`config.mk`:
```
export PLATFORM = sky130hd
export DESIGN_NAME = terminal_escape_key_parser
export DESIGN_NICKNAME = d
export VERILOG_FILES = /design/src/hw/rtl/tekp_pkg.sv /design/src/hw/rtl/tekp_step.sv /design/src/hw/rtl/tekp_outq.sv /design/src/hw/rtl/terminal_escape_key_parser.sv
export SDC_FILE = /design/constraint.sdc
export NUM_CORES = 1
export LEC_CHECK = 0
export ABC_AREA = 1
export ABC_CLOCK_PERIOD_IN_PS = 3940
export BUFFER_PORTS_ARGS = -buffer_cell sky130_fd_sc_hd__clkbuf_2
export CORE_ASPECT_RATIO = 1.4
export CORE_MARGIN = 4
export CORE_UTILIZATION = 40
export CTS_BUF_LIST = sky130_fd_sc_hd__clkbuf_4
export DETAILED_ROUTE_END_ITERATION = 12
export HOLD_SLACK_MARGIN = 0.03
export PLACE_DENSITY_LB_ADDON = 0.3
export SLEW_MARGIN = 20
export SYNTH_ARGS = -nofsm -noshare
export SYNTH_HDL_FRONTEND = slang
export SYNTH_SLANG_ARGS = --single-unit
```
`constraint.sdc`:
```
create_clock -name i_clk -period 3.94 [get_ports i_clk]
set_clock_uncertainty 0.05 [all_clocks]
set_input_delay 0.394 -clock i_clk [delete_from_list [all_inputs] [get_ports i_clk]]
set_output_delay 0.394 -clock i_clk [all_outputs]
set_load 0.05 [all_outputs]
```
`src/hw/rtl/tekp_pkg.sv`:
```
// shared types, codes and constants of the terminal escape key parser
// no dependencies
package tekp_pkg;

    localparam int MAX_SEQ_BYTES = 256;
    localparam int CNT_W         = $clog2(MAX_SEQ_BYTES + 1);
    localparam int KEY_VALUE_W   = 17;
    localparam int KEY_TYPE_W    = 3;
    localparam int PARAM_W       = 16;
    localparam int PROD_W        = PARAM_W + 4;

    localparam logic [1:0] MODE_START = 2'd0;
    localparam logic [1:0] MODE_NEXT  = 2'd1;

    localparam logic [KEY_TYPE_W-1:0] KT_INVALID = 3'd0;
    localparam logic [KEY_TYPE_W-1:0] KT_ESC     = 3'd1;
    localparam logic [KEY_TYPE_W-1:0] KT_PF      = 3'd2;
    localparam logic [KEY_TYPE_W-1:0] KT_CSI     = 3'd3;
    localparam logic [KEY_TYPE_W-1:0] KT_FKEY    = 3'd4;

    localparam logic signed [KEY_VALUE_W-1:0] KEY_NONE = '1;

    localparam logic [7:0] BYTE_CSI_C1    = 8'h9B;
    localparam logic [7:0] ASCII_LBRACKET = 8'h5B;
    localparam logic [7:0] ASCII_O        = 8'h4F;
    localparam logic [7:0] ASCII_SEMI     = 8'h3B;
    localparam logic [7:0] ASCII_TILDE    = 8'h7E;
    localparam logic [7:0] INTER_LO       = 8'h20;
    localparam logic [7:0] INTER_HI       = 8'h2F;
    localparam logic [7:0] PARAM_LO       = 8'h30;
    localparam logic [7:0] PARAM_HI       = 8'h3F;
    localparam logic [7:0] DIGIT_HI       = 8'h39;
    localparam logic [7:0] CSI_FINAL_LO   = 8'h40;
    localparam logic [7:0] FINAL_HI       = 8'h7E;

    localparam logic [PROD_W-1:0] PARAM_LIMIT = PROD_W'(16'hFFFF);

    typedef enum logic [4:0] {
        PH_IDLE      = 5'b00001,
        PH_ESC_FIRST = 5'b00010,
        PH_ESC_REST  = 5'b00100,
        PH_PF_WAIT   = 5'b01000,
        PH_CSI       = 5'b10000
    } t_phase;

    typedef struct packed {
        t_phase             phase;
        logic [CNT_W-1:0]   count;
        logic [PARAM_W-1:0] accum;
        logic               open;
        logic               nonempty;
        logic               bad;
    } t_state;

    typedef struct packed {
        logic                          read_failed;
        logic [KEY_TYPE_W-1:0]         key_type;
        logic signed [KEY_VALUE_W-1:0] key_value;
    } t_result;

    typedef struct packed {
        logic full;
        logic empty;
    } t_q_status;

endpackage

```
`src/hw/rtl/tekp_step.sv`:
```
// next-state and result logic for one received byte or event
// depends on tekp_pkg
module tekp_step (
    input  tekp_pkg::t_state  i_state,
    input  logic [1:0]        i_mode,
    input  logic [7:0]        i_byte,
    output tekp_pkg::t_state  o_state,
    output logic              o_emit,
    output tekp_pkg::t_result o_result
);
    import tekp_pkg::*;

    logic [CNT_W-1:0]  cnt_inc;
    logic [PROD_W-1:0] prod;

    assign cnt_inc = i_state.count + CNT_W'(1);
    assign prod    = ({4'b0, i_state.accum} << 3) + ({4'b0, i_state.accum} << 1)
                   + PROD_W'(i_byte - PARAM_LO);

    always_comb begin
        o_state              = i_state;
        o_emit               = 1'b0;
        o_result.read_failed = 1'b0;
        o_result.key_type    = KT_INVALID;
        o_result.key_value   = KEY_NONE;

        if (i_mode == MODE_START) begin
            o_state.count    = '0;
            o_state.accum    = '0;
            o_state.open     = 1'b1;
            o_state.nonempty = 1'b0;
            o_state.bad      = 1'b0;
            o_state.phase    = (i_byte == BYTE_CSI_C1) ? PH_CSI : PH_ESC_FIRST;
        end else if (i_state.phase != PH_IDLE) begin
            if (i_mode != MODE_NEXT) begin
                o_emit               = 1'b1;
                o_result.read_failed = 1'b1;
                o_result.key_type    = (i_state.phase == PH_PF_WAIT) ? KT_PF : KT_INVALID;
            end else begin
                o_state.count = cnt_inc;
                case (i_state.phase)
                    PH_ESC_FIRST, PH_ESC_REST: begin
                        if (i_state.phase == PH_ESC_FIRST && i_byte == ASCII_LBRACKET) begin
                            o_state.phase = PH_CSI;
                        end else if (i_state.phase == PH_ESC_FIRST && i_byte == ASCII_O) begin
                            o_state.phase = PH_PF_WAIT;
                        end else if (i_byte inside {[PARAM_LO:FINAL_HI]}) begin
                            o_emit             = 1'b1;
                            o_result.key_type  = KT_ESC;
                            o_result.key_value = KEY_VALUE_W'(i_byte);
                        end else if (i_byte inside {[INTER_LO:INTER_HI]}) begin
                            o_state.phase = PH_ESC_REST;
                        end else begin
                            o_emit = 1'b1;
                        end
                    end
                    PH_PF_WAIT: begin
                        o_emit             = 1'b1;
                        o_result.key_type  = KT_PF;
                        o_result.key_value = KEY_VALUE_W'(i_byte);
                    end
                    PH_CSI: begin
                        if (i_byte inside {[CSI_FINAL_LO:FINAL_HI]}) begin
                            o_emit = 1'b1;
                            if (!i_state.nonempty) begin
                                o_result.key_type  = (i_byte == ASCII_TILDE) ? KT_FKEY : KT_CSI;
                                o_result.key_value = KEY_VALUE_W'(i_byte);
                            end else if (!i_state.bad) begin
                                o_result.key_type  = (i_byte == ASCII_TILDE) ? KT_FKEY : KT_CSI;
                                o_result.key_value = KEY_VALUE_W'(i_state.accum);
                            end
                        end else if (i_byte inside {[INTER_LO:INTER_HI]}) begin
                            o_state.open = 1'b0;
                        end else if (i_byte inside {[PARAM_LO:PARAM_HI]}) begin
                            if (i_state.open) begin
                                if (i_byte <= DIGIT_HI) begin
                                    if (prod > PARAM_LIMIT) begin
                                        o_state.accum = '1;
                                        o_state.bad   = 1'b1;
                                    end else begin
                                        o_state.accum = prod[PARAM_W-1:0];
                                    end
                                end else if (i_byte == ASCII_SEMI) begin
                                    if (!i_state.nonempty) begin
                                        o_state.bad = 1'b1;
                                    end
                                    o_state.open = 1'b0;
                                end else begin
                                    o_state.bad = 1'b1;
                                end
                                o_state.nonempty = 1'b1;
                            end
                        end else begin
                            o_emit = 1'b1;
                        end
                    end
                    default: begin
                        o_state.phase = PH_IDLE;
                    end
                endcase
                if (!o_emit && cnt_inc >= CNT_W'(MAX_SEQ_BYTES)) begin
                    o_emit            = 1'b1;
                    o_result.key_type = (o_state.phase == PH_PF_WAIT) ? KT_PF : KT_INVALID;
                end
            end
            if (o_emit) begin
                o_state.phase = PH_IDLE;
            end
        end
    end

endmodule

```
`src/hw/rtl/tekp_outq.sv`:
```
// two-entry result queue in front of the master-side channel
// depends on tekp_pkg
module tekp_outq (
    input  logic                i_clk,
    input  logic                i_rst_n,
    input  logic                i_push,
    input  tekp_pkg::t_result   i_data,
    input  logic                i_pop,
    output tekp_pkg::t_result   o_data,
    output tekp_pkg::t_q_status o_status
);
    import tekp_pkg::*;

    t_result    r_mem [2];
    logic       r_wr_ptr;
    logic       r_rd_ptr;
    logic [1:0] r_count;
    logic       do_pop;
    logic       do_push;

    assign do_pop          = i_pop && (r_count != 2'd0);
    assign do_push         = i_push && (r_count != 2'd2);
    assign o_data          = r_mem[r_rd_ptr];
    assign o_status.full   = (r_count == 2'd2);
    assign o_status.empty  = (r_count == 2'd0);

    always_ff @(posedge i_clk) begin
        if (do_push) begin
            r_mem[r_wr_ptr] <= i_data;
        end
    end

    always_ff @(posedge i_clk) begin
        if (!i_rst_n) begin
            r_wr_ptr <= 1'b0;
            r_rd_ptr <= 1'b0;
            r_count  <= 2'd0;
        end else begin
            if (do_push) begin
                r_wr_ptr <= !r_wr_ptr;
            end
            if (do_pop) begin
                r_rd_ptr <= !r_rd_ptr;
            end
            r_count <= r_count + {1'b0, do_push} - {1'b0, do_pop};
        end
    end

`ifndef SYNTH
    a_count_range: assert property (@(posedge i_clk) disable iff (!i_rst_n)
        r_count <= 2'd2)
        else $error("result queue count out of range");

    a_no_push_full: assert property (@(posedge i_clk) disable iff (!i_rst_n)
        !(i_push && o_status.full))
        else $error("result pushed into full queue");

    a_ptr_count: assert property (@(posedge i_clk) disable iff (!i_rst_n)
        (r_count == 2'd1) == (r_wr_ptr != r_rd_ptr))
        else $error("queue pointers disagree with count");
`endif

endmodule

```
`src/hw/rtl/terminal_escape_key_parser.sv`:
```
// terminal escape key parser: classifies key escape sequences byte by byte
// depends on tekp_pkg, tekp_step and tekp_outq
//
// slave side: one transaction per received byte or event; s_axis_tuser
// carries the mode (start with first byte, next byte, timeout or error)
// and s_axis_tdata the byte. master side: one transaction when a sequence
// ends; m_axis_tdata carries the signed key value, m_axis_tuser the key
// type and the read-failed flag.
// a byte is taken into an input register, classified against the sequence
// state once the result queue is not full, and any result is written into a
// two-entry result queue, from which it is offered on the master side.
// one byte per cycle is sustained while the result queue is not full; the
// state update of one byte feeds the next through a single combinational pass.
// reset clears the sequence state to idle and empties the queue.
// when the receiver stalls, the queue absorbs up to two results, then the
// input register holds its byte and s_axis_tready drops until space frees.
module terminal_escape_key_parser (
    input  logic        i_clk,
    input  logic        i_rst_n,
    input  logic        s_axis_tvalid,
    output logic        s_axis_tready,
    input  logic [7:0]  s_axis_tdata,   // byte_in
    input  logic [1:0]  s_axis_tuser,   // mode
    output logic        m_axis_tvalid,
    input  logic        m_axis_tready,
    output logic [23:0] m_axis_tdata,   // key_value[16:0], zero padding
    output logic [3:0]  m_axis_tuser    // key_type[2:0], read_failed
);
    import tekp_pkg::*;

    logic       r_in_valid;
    logic [1:0] r_in_mode;
    logic [7:0] r_in_byte;
    t_state     r_state;
    t_state     n_state;
    logic       step_emit;
    t_result    step_result;
    t_result    q_data;
    t_q_status  q_status;
    logic       advance;
    logic       in_take;

    assign advance       = r_in_valid && !q_status.full;
    assign s_axis_tready = !r_in_valid || !q_status.full;
    assign in_take       = s_axis_tvalid && s_axis_tready;

    always_ff @(posedge i_clk) begin
        if (in_take) begin
            r_in_mode <= s_axis_tuser;
            r_in_byte <= s_axis_tdata;
        end
    end

    always_ff @(posedge i_clk) begin
        if (!i_rst_n) begin
            r_in_valid       <= 1'b0;
            r_state.phase    <= PH_IDLE;
            r_state.count    <= '0;
            r_state.accum    <= '0;
            r_state.open     <= 1'b0;
            r_state.nonempty <= 1'b0;
            r_state.bad      <= 1'b0;
        end else begin
            if (in_take) begin
                r_in_valid <= 1'b1;
            end else if (advance) begin
                r_in_valid <= 1'b0;
            end
            if (advance) begin
                r_state <= n_state;
            end
        end
    end

    tekp_step u_step (
        .i_state  (r_state),
        .i_mode   (r_in_mode),
        .i_byte   (r_in_byte),
        .o_state  (n_state),
        .o_emit   (step_emit),
        .o_result (step_result)
    );

    tekp_outq u_outq (
        .i_clk    (i_clk),
        .i_rst_n  (i_rst_n),
        .i_push   (advance && step_emit),
        .i_data   (step_result),
        .i_pop    (m_axis_tready),
        .o_data   (q_data),
        .o_status (q_status)
    );

    assign m_axis_tvalid = !q_status.empty;
    assign m_axis_tdata  = {7'b0, q_data.key_value};
    assign m_axis_tuser  = {q_data.read_failed, q_data.key_type};

`ifndef SYNTH
    a_stall_holds: assert property (@(posedge i_clk) disable iff (!i_rst_n)
        (r_in_valid && q_status.full) |=> (r_in_valid && $stable(r_in_byte)
            && $stable(r_in_mode)))
        else $error("held input byte lost during stall");

    a_idle_keeps_state: assert property (@(posedge i_clk) disable iff (!i_rst_n)
        !advance |=> $stable(r_state))
        else $error("sequence state changed without a processed byte");

    a_failed_value: assert property (@(posedge i_clk) disable iff (!i_rst_n)
        (m_axis_tvalid && m_axis_tuser[3]) |-> (m_axis_tdata[16:0] == KEY_NONE))
        else $error("failed read carries a key value");
`endif

endmodule
```
* Word-level counts from Yosys, hierarchy flattened
Memory sizes are Yosys's and may differ from the RTL's. A register that Yosys moved wholly into a read port is not among the register bits.
Index checks and enable logic that the tools add are counted.
** Storage, ports and cells
- Input bits :: 14
- Bits in writable memories :: 42
- Memories kept :: 1
- Output and inout port bits :: 30
- Word-level logic and storage cells :: 152
- Flip-flop bits (word level) :: 48
** Memory list
- u_outq.r_mem :: depth 2, bits a word 21, rd ports 1, clocked after memory_dff 1, write ports 1, RTL line tekp_outq.sv:14 : t_result r_mem [2];
** Operators by class
- Reduce and logical (&&, ||, !) cells :: 37
- Muxes and demuxes :: 67
- $add $sub $neg :: 6
- Equal/unequal tests :: 20
- Order comparisons :: 9
** Operators with widths (number)
- 20-bit 2-to-1 mux :: 5
- 33-bit 2-to-1 mux :: 3
- 19-bit 2-to-1 mux :: 4
- 20-bit case mux with 3 select lines :: 1
- 16-bit 2-to-1 mux :: 3
- 5-bit 2-to-1 mux :: 9
- 21-bit 2-to-1 mux :: 2
- 1-bit 2-to-1 mux :: 30
- 8-bit by 7-bit equality test with 1-bit output, second input constant :: 3
- 8-bit by 6-bit less-or-equal comparator with 1-bit output, second input constant :: 3
- 19-bit by 17-bit adder with 20-bit output :: 1
- 20-bit adder :: 1
- 20-bit by 16-bit greater-than comparator with 1-bit output, second input constant :: 1
- 18-bit 2-to-1 mux :: 1
- 17-bit 2-to-1 mux :: 1
- 8-bit by 6-bit greater-or-equal comparator with 1-bit output, second input constant :: 2
- 2-bit nonzero test :: 7
- 1-bit logical AND :: 12
- 5-bit by 4-bit equality test with 1-bit output, second input constant :: 2
- 5-bit case mux with 2 select lines :: 1
- 10-bit AND reduction :: 1
- 9-bit by 1-bit adder with 9-bit output, second input constant :: 1
- 9-bit greater-or-equal comparator, second input constant :: 1
- 3-bit 2-to-1 mux :: 3
- 27 further kinds :: 41

* Depth between registers and ports, before layout
- Depth after elaboration :: 22
- Gate-level depth with buffers :: 20
- Mapped depth without buffers :: 19

* By module
Synthesis repeated with hierarchy kept, for this count alone.
** Second synthesis, totals
- Cells, all modules :: 865
- Area total of the unflattened synthesis :: 6635.1 µm²
** Modules (own cells, without submodules)
- tekp_step :: area an instance 2940.3 µm², seq. area each 0.0 µm², cells an instance 522, times used 1
- terminal_escape_key_parser :: area an instance 1851.8 µm², seq. area each 980.9 µm², cells an instance 240, times used 1
- tekp_outq :: area an instance 1843.0 µm², seq. area each 1361.3 µm², cells an instance 103, times used 1

* Worst setup path before layout
OpenSTA, ideal clock, no wires.
- Kind :: flip-flop to flip-flop
- Start :: register r_in_byte[4]
- End :: register r_state[15] (netlist bit)
- Path slack :: 0.235 ns
- Path buffers :: 2
- Clock period less this slack :: 3.705 ns
- Cell stages (with the launch flop) :: 19
- Data required time :: 3.749 ns
- Arrival time :: 3.515 ns
- Library setup time :: 0.141 ns
- Path through :: edfxtp_1 -> ha_1 -> buf_2 -> nor2_1 -> inv_1 -> fa_1 -> inv_1 -> ha_1 -> nand2_1 -> inv_1 -> a21oi_1 -> nor2_1 -> nor2_1 -> a21oi_1 -> nor2_4 -> buf_4 -> nand3_1 -> nand2_2 -> a21oi_2
** On the way
- Cells in the longest elaborated chain, start to end :: 13
- Elaborated cells between the ends (all ways) :: 28
- Classes of those cells :: 2 x add/sub; 8 x order compare; 2 x eq/ne; 10 x mux; 6 x reduce/logical
** RTL lines
- start: declaration :: RTL line terminal_escape_key_parser.sv:33 : logic [7:0] r_in_byte;
- start signal: assignment :: RTL line terminal_escape_key_parser.sv:50 : r_in_byte <= s_axis_tdata;
- 8-bit by 6-bit subtractor with 9-bit output :: RTL line tekp_step.sv:18 : + PROD_W'(i_byte - PARAM_LO);
- 20-bit adder :: RTL line tekp_step.sv:18
- 20-bit by 16-bit greater-than comparator with 1-bit output :: RTL line tekp_step.sv:77 : if (prod > PARAM_LIMIT) begin
- 16-bit 2-to-1 mux :: RTL line tekp_step.sv:77
- 16-bit 2-to-1 mux :: RTL line tekp_step.sv:76 : if (i_byte <= DIGIT_HI) begin
- 19-bit 2-to-1 mux :: RTL line tekp_step.sv:75 : if (i_state.open) begin
- 19-bit 2-to-1 mux :: RTL line tekp_step.sv:74 : end else if (i_byte inside {[PARAM_LO:PARAM_HI]}) begin
- 16-bit 2-to-1 mux :: RTL line tekp_step.sv:72 : end else if (i_byte inside {[INTER_LO:INTER_HI]}) begin
- 19-bit 2-to-1 mux :: RTL line tekp_step.sv:63 : if (i_byte inside {[CSI_FINAL_LO:FINAL_HI]}) begin
- 19-bit 2-to-1 mux :: RTL line tekp_step.sv:41 : case (i_state.phase)
- 33-bit 2-to-1 mux :: RTL line tekp_step.sv:35 : if (i_mode != MODE_NEXT) begin
- 33-bit 2-to-1 mux :: RTL line tekp_step.sv:34 : end else if (i_state.phase != PH_IDLE) begin
- 33-bit 2-to-1 mux :: RTL line tekp_step.sv:27 : if (i_mode == MODE_START) begin
- end signal: assignment :: RTL line terminal_escape_key_parser.sv:70 : r_state <= n_state;
- end: declaration :: RTL line terminal_escape_key_parser.sv:34 : t_state r_state;
Several ways; a longest one is shown, not always the timed one. The select of a mux whose other input is x is not followed.
A chain may end at the register's enable or synchronous reset.

* Worst setup path in the final report
- Start :: register r_in_byte[6]
- End :: register r_state[6] (netlist bit)
The elaborated chain is that of the path after synthesis.

==> flow_metrics.py <==
metrics = {
    "floorplanning": {
        "design.core.area_um2": 14400,
        "dieArea_um2": 16700,
        "dieHeight_um": 151,
        "die_span_x_um": 110,
        "placement_rows": 52,
        "initial_util": 0.406,
        "design.portCount": 44,
    },
    "routing": {
        "post_drt_wl_per_cell_um": 14.3,
        "drt-initial-drc-count": 271,
        "drc": 1,
        "routed_via_density": 5.10,
        "antenna_left": 0,
        "drtPass1Iterations": 11,
        "drt_wirelength_um": 13000,
        "dr_total_vias": 4647,
    },
    "clock_network": {
        "clockRootBuffer": "sky130_fd_sc_hd__clkbuf_4",
        "clk_slew_on_worst_s_h_paths_ns": 0.13,
        "tritoncts_clock_tree": "built",
        "cts_buffers": 9,
        "number_of_clock_sinks": 91,
        "clk_latency_ns": 0.44,
        "clock_tree.htree_level_count": 3,
        "cts_buffer_depth": 2,
    },
    "sta": {
        "layout_worst_path_cycle_share": 0.924,
        "setup_ws_ns": 0.301,
        "timing_worst_slew_pin_value_ns": 1.00,
        "relSlewSlack": 0.331,
        "total_setup_violations_reported_at_the_end_of_the_flow": 0,
        "number_of_slew_limit_violations_in_the_final_report": 0,
        "finalHoldViolCount": 0,
        "finalSetupTns_ns": 0,
        "final_period_minus_worst_setup_slack_ns": 3.64,
        "setup_repair_after_global_routing_missed_its_margin": "false",
        "clock.fmax_ghz": 0.275,
    },
    "yosys": {
        "yosysTopAreaCell": "sky130_fd_sc_hd__edfxtp_1",
        "synth_enable_flop_cells": 52,
        "ys_top_cells_by_area": "sky130_fd_sc_hd__edfxtp_1 (27%), sky130_fd_sc_hd__dfxtp_1 (13%), sky130_fd_sc_hd__nand2_1 (10%), sky130_fd_sc_hd__ha_1 (6.0%), sky130_fd_sc_hd__inv_1 (5.4%)",
        "synth.yosys.seq_area_share": 0.399,
        "postSynthCellCount": 683,
        "synth_top_flop_cell": "sky130_fd_sc_hd__edfxtp_1",
        "async_sr_flop_fraction": 0,
        "netlist.area_leader.share": 0.266,
        "synthesis.area_per_instance_um2": 8.60,
        "count_of_distinct_cell_types_in_the_synthesized_netlist": 47,
        "mappedNetlistArea_um2": 5870,
        "synth_seq_cells": 91,
        "yosys_warning_count": 0,
    },
    "run_status": {
        "violated_checks": "DRC",
        "run_status": "finished, violations left",
    },
    "finish": {
        "layout_common_cells": "sky130_fd_sc_hd__nand2_1 (158), sky130_fd_sc_hd__inv_1 (85), sky130_fd_sc_hd__nand3_1 (63), sky130_fd_sc_hd__edfxtp_1 (52), sky130_fd_sc_hd__nor2_1 (43)",
        "design.final.nets": 775,
        "drive_gt1_frac": 0.176,
        "layout_commonest_cell": "sky130_fd_sc_hd__nand2_1",
        "area.growth.synth_to_final_pct": 7.89,
        "final_design_area_no_fill_um2": 6330,
        "postLayoutCoreUtil": 0.438,
    },
    "place": {
        "post_dp_cell_area_um2": 6190,
        "place_ws_ns": 0.247,
        "post-dp-hpwl_um": 10400,
        "port_buffers": 36,
        "routabilityCongestion": 0.936,
    },
    "power_and_ir_drop": {
        "power.ir.vdd_worst_mv": 0.180,
        "leakage_uw": 0.00277,
        "power.density_cell_area_nw_per_um2": 382,
        "post-layout-total-power_uw": 2420,
    },
    "setup_path": {
        "worstPathRequired_ns": 4.19,
        "critical-path-top-delay-family": "simple AND/OR/NAND/NOR gates",
        "cp_cell_instances": "nor2_2 -> inv_2 -> nor2_1 -> buf_4 -> fa_1 -> ha_1 -> nand2_1 -> inv_1 -> a21oi_1 -> nand2_1 -> nand2_1 -> nand2_1 -> nand2_1 -> nand2_1 -> nor2_4 -> nand3_1 -> nand2_2 -> a21oi_2",
        "critical_path_arrival_ns": 3.89,
        "sort_of_element_at_the_end_of_the_critical_path": "flop",
        "critical_path_class": "flop to flop",
        "critical_path.max_fanout": 17,
        "cpMostUsedCell": "sky130_fd_sc_hd__nand2_1",
        "critPathLaunchType": "flop",
        "worst_path_max_delay_cell": "sky130_fd_sc_hd__edfxtp_1",
        "timing.critical_path.buf_inv": 3,
        "critical_path.max_stage_delay_ns": 0.49,
    },
    "global_route": {
        "grt_use_total": 0.163,
        "via_count_of_the_first_global_routing_pass": 4696,
        "globalRoute.totalOverflow": 0,
        "antenna_found_initial": 1,
        "maximum_number_of_pins_on_one_net_before_global_route_repair": 25,
        "grt_pass1_wl_um": 21500,
    },
    "min_path": {
        "hold_wc_path_type": "input port to flop",
    },
    "job": {
        "maxCapViolations": 0,
    },
}
-- what timing repair did --
| item | 4_1_cts | 5_1_grt |
|---|---|---|
| buffers inserted | 0 | 1 |
| endpoints found under the setup margin | 0 | 17 |
| resized for setup | 0 | 0 |
| hold buffers | 0 | 0 |
-- worst paths after layout --
path | startpoint | end | slack [ns] | cells after the start
setup / recovery | r_in_byte[6] | r_state[6] | 0.30 | 18
hold / removal | s_axis_tuser[0] | r_in_mode[0] | 0.07 | 1
setup reg to reg | r_in_byte[6] | r_state[6] | 0.30 | 18
hold reg to reg | u_outq.r_rd_ptr | flop | 0.42 | 1
-- through the flow --
step                      std cells  hold WS (ns)
final                           912        0.0679
after floorplan                 689         0.376
after global routing            912        0.0387
after global placement          895         0.388
after CTS                       910        0.0474
after detailed placement        895         0.390
-- registers in the layout, indices dropped and copies added, names as in the netlist, named ones only --
signal and cells:
r_state 33, u_outq.r_rd_ptr 1, r_in_mode 2, r_in_valid 1, r_in_byte 8, u_outq.r_wr_ptr 1
u_outq.r_mem 42, u_outq.r_count 2
-- per-layer routing --
layer,share of wire,track usage
met3,0.036,0.0217
met4,0.037,0.0801
met1,0.40,0.180
met5,0,0
met2,0.53,0.300
-- cell families after synthesis --
family / synth area share
compound gates: 0.0961
fa+ha+maj: 0.111
buf+inv: 0.0844
xor+xnor: 0.0239
mux: 0.0403
flops: 0.399
simple gates: 0.245
other cells: 0.000639
-- where the power goes --
| part | internal [uW] | total [uW] | switching (uW) |
|---|---|---|---|
| registers | 1070 | 1150 | 73.7 |
| logic | 238 | 792 | 554 |
| clock network | 186 | 482 | 296 |
| total | 1500 | 2420 | 923 |
-- synth_stat cells, types with 4 or more instances --
| cell | number |
|---|---|
| sky130_fd_sc_hd__nand3b_1 | 4 |
| sky130_fd_sc_hd__o21ai_0 | 9 |
| sky130_fd_sc_hd__nand3_1 | 63 |
| sky130_fd_sc_hd__a21oi_1 | 39 |
| sky130_fd_sc_hd__ha_1 | 28 |
| sky130_fd_sc_hd__nand2_2 | 12 |
| sky130_fd_sc_hd__xor2_1 | 7 |
| sky130_fd_sc_hd__inv_1 | 85 |
| sky130_fd_sc_hd__a31oi_1 | 7 |
| sky130_fd_sc_hd__mux2_2 | 21 |
| sky130_fd_sc_hd__dfxtp_1 | 39 |
| sky130_fd_sc_hd__inv_2 | 10 |
| sky130_fd_sc_hd__fa_1 | 15 |
| sky130_fd_sc_hd__nor2_1 | 43 |
| sky130_fd_sc_hd__nor3_1 | 5 |
| sky130_fd_sc_hd__xnor2_1 | 9 |
| sky130_fd_sc_hd__buf_4 | 9 |
| sky130_fd_sc_hd__a21oi_2 | 13 |
| sky130_fd_sc_hd__nand2_1 | 158 |
| sky130_fd_sc_hd__clkbuf_1 | 6 |
| sky130_fd_sc_hd__o2111ai_1 | 7 |
| sky130_fd_sc_hd__edfxtp_1 | 52 |
| sky130_fd_sc_hd__nor2_4 | 5 |
-- worst reg2reg max path, delay by kind of cell, from the launching register on --
family | cells | cell delay [ns]
buf+inv | 3 | 0.35
fa+ha+maj | 2 | 0.82
simple gates | 11 | 1.59
compound gates | 2 | 0.19
flops | 1 | 0.49
-- final cells by class --
cell class                      count  area [um2]
Timing Repair Buffer               39         215
Clock buffer                        9        67.6
Inverter                           95         357
Antenna cell                        1        2.50
Sequential cell                    91        2340
Fill cell                        1459        8110
Multi-Input combinational cell    482        3060
Tap cell                          189         236
Clock inverter                      6        57.6
(Power assumes the default switching activity.)
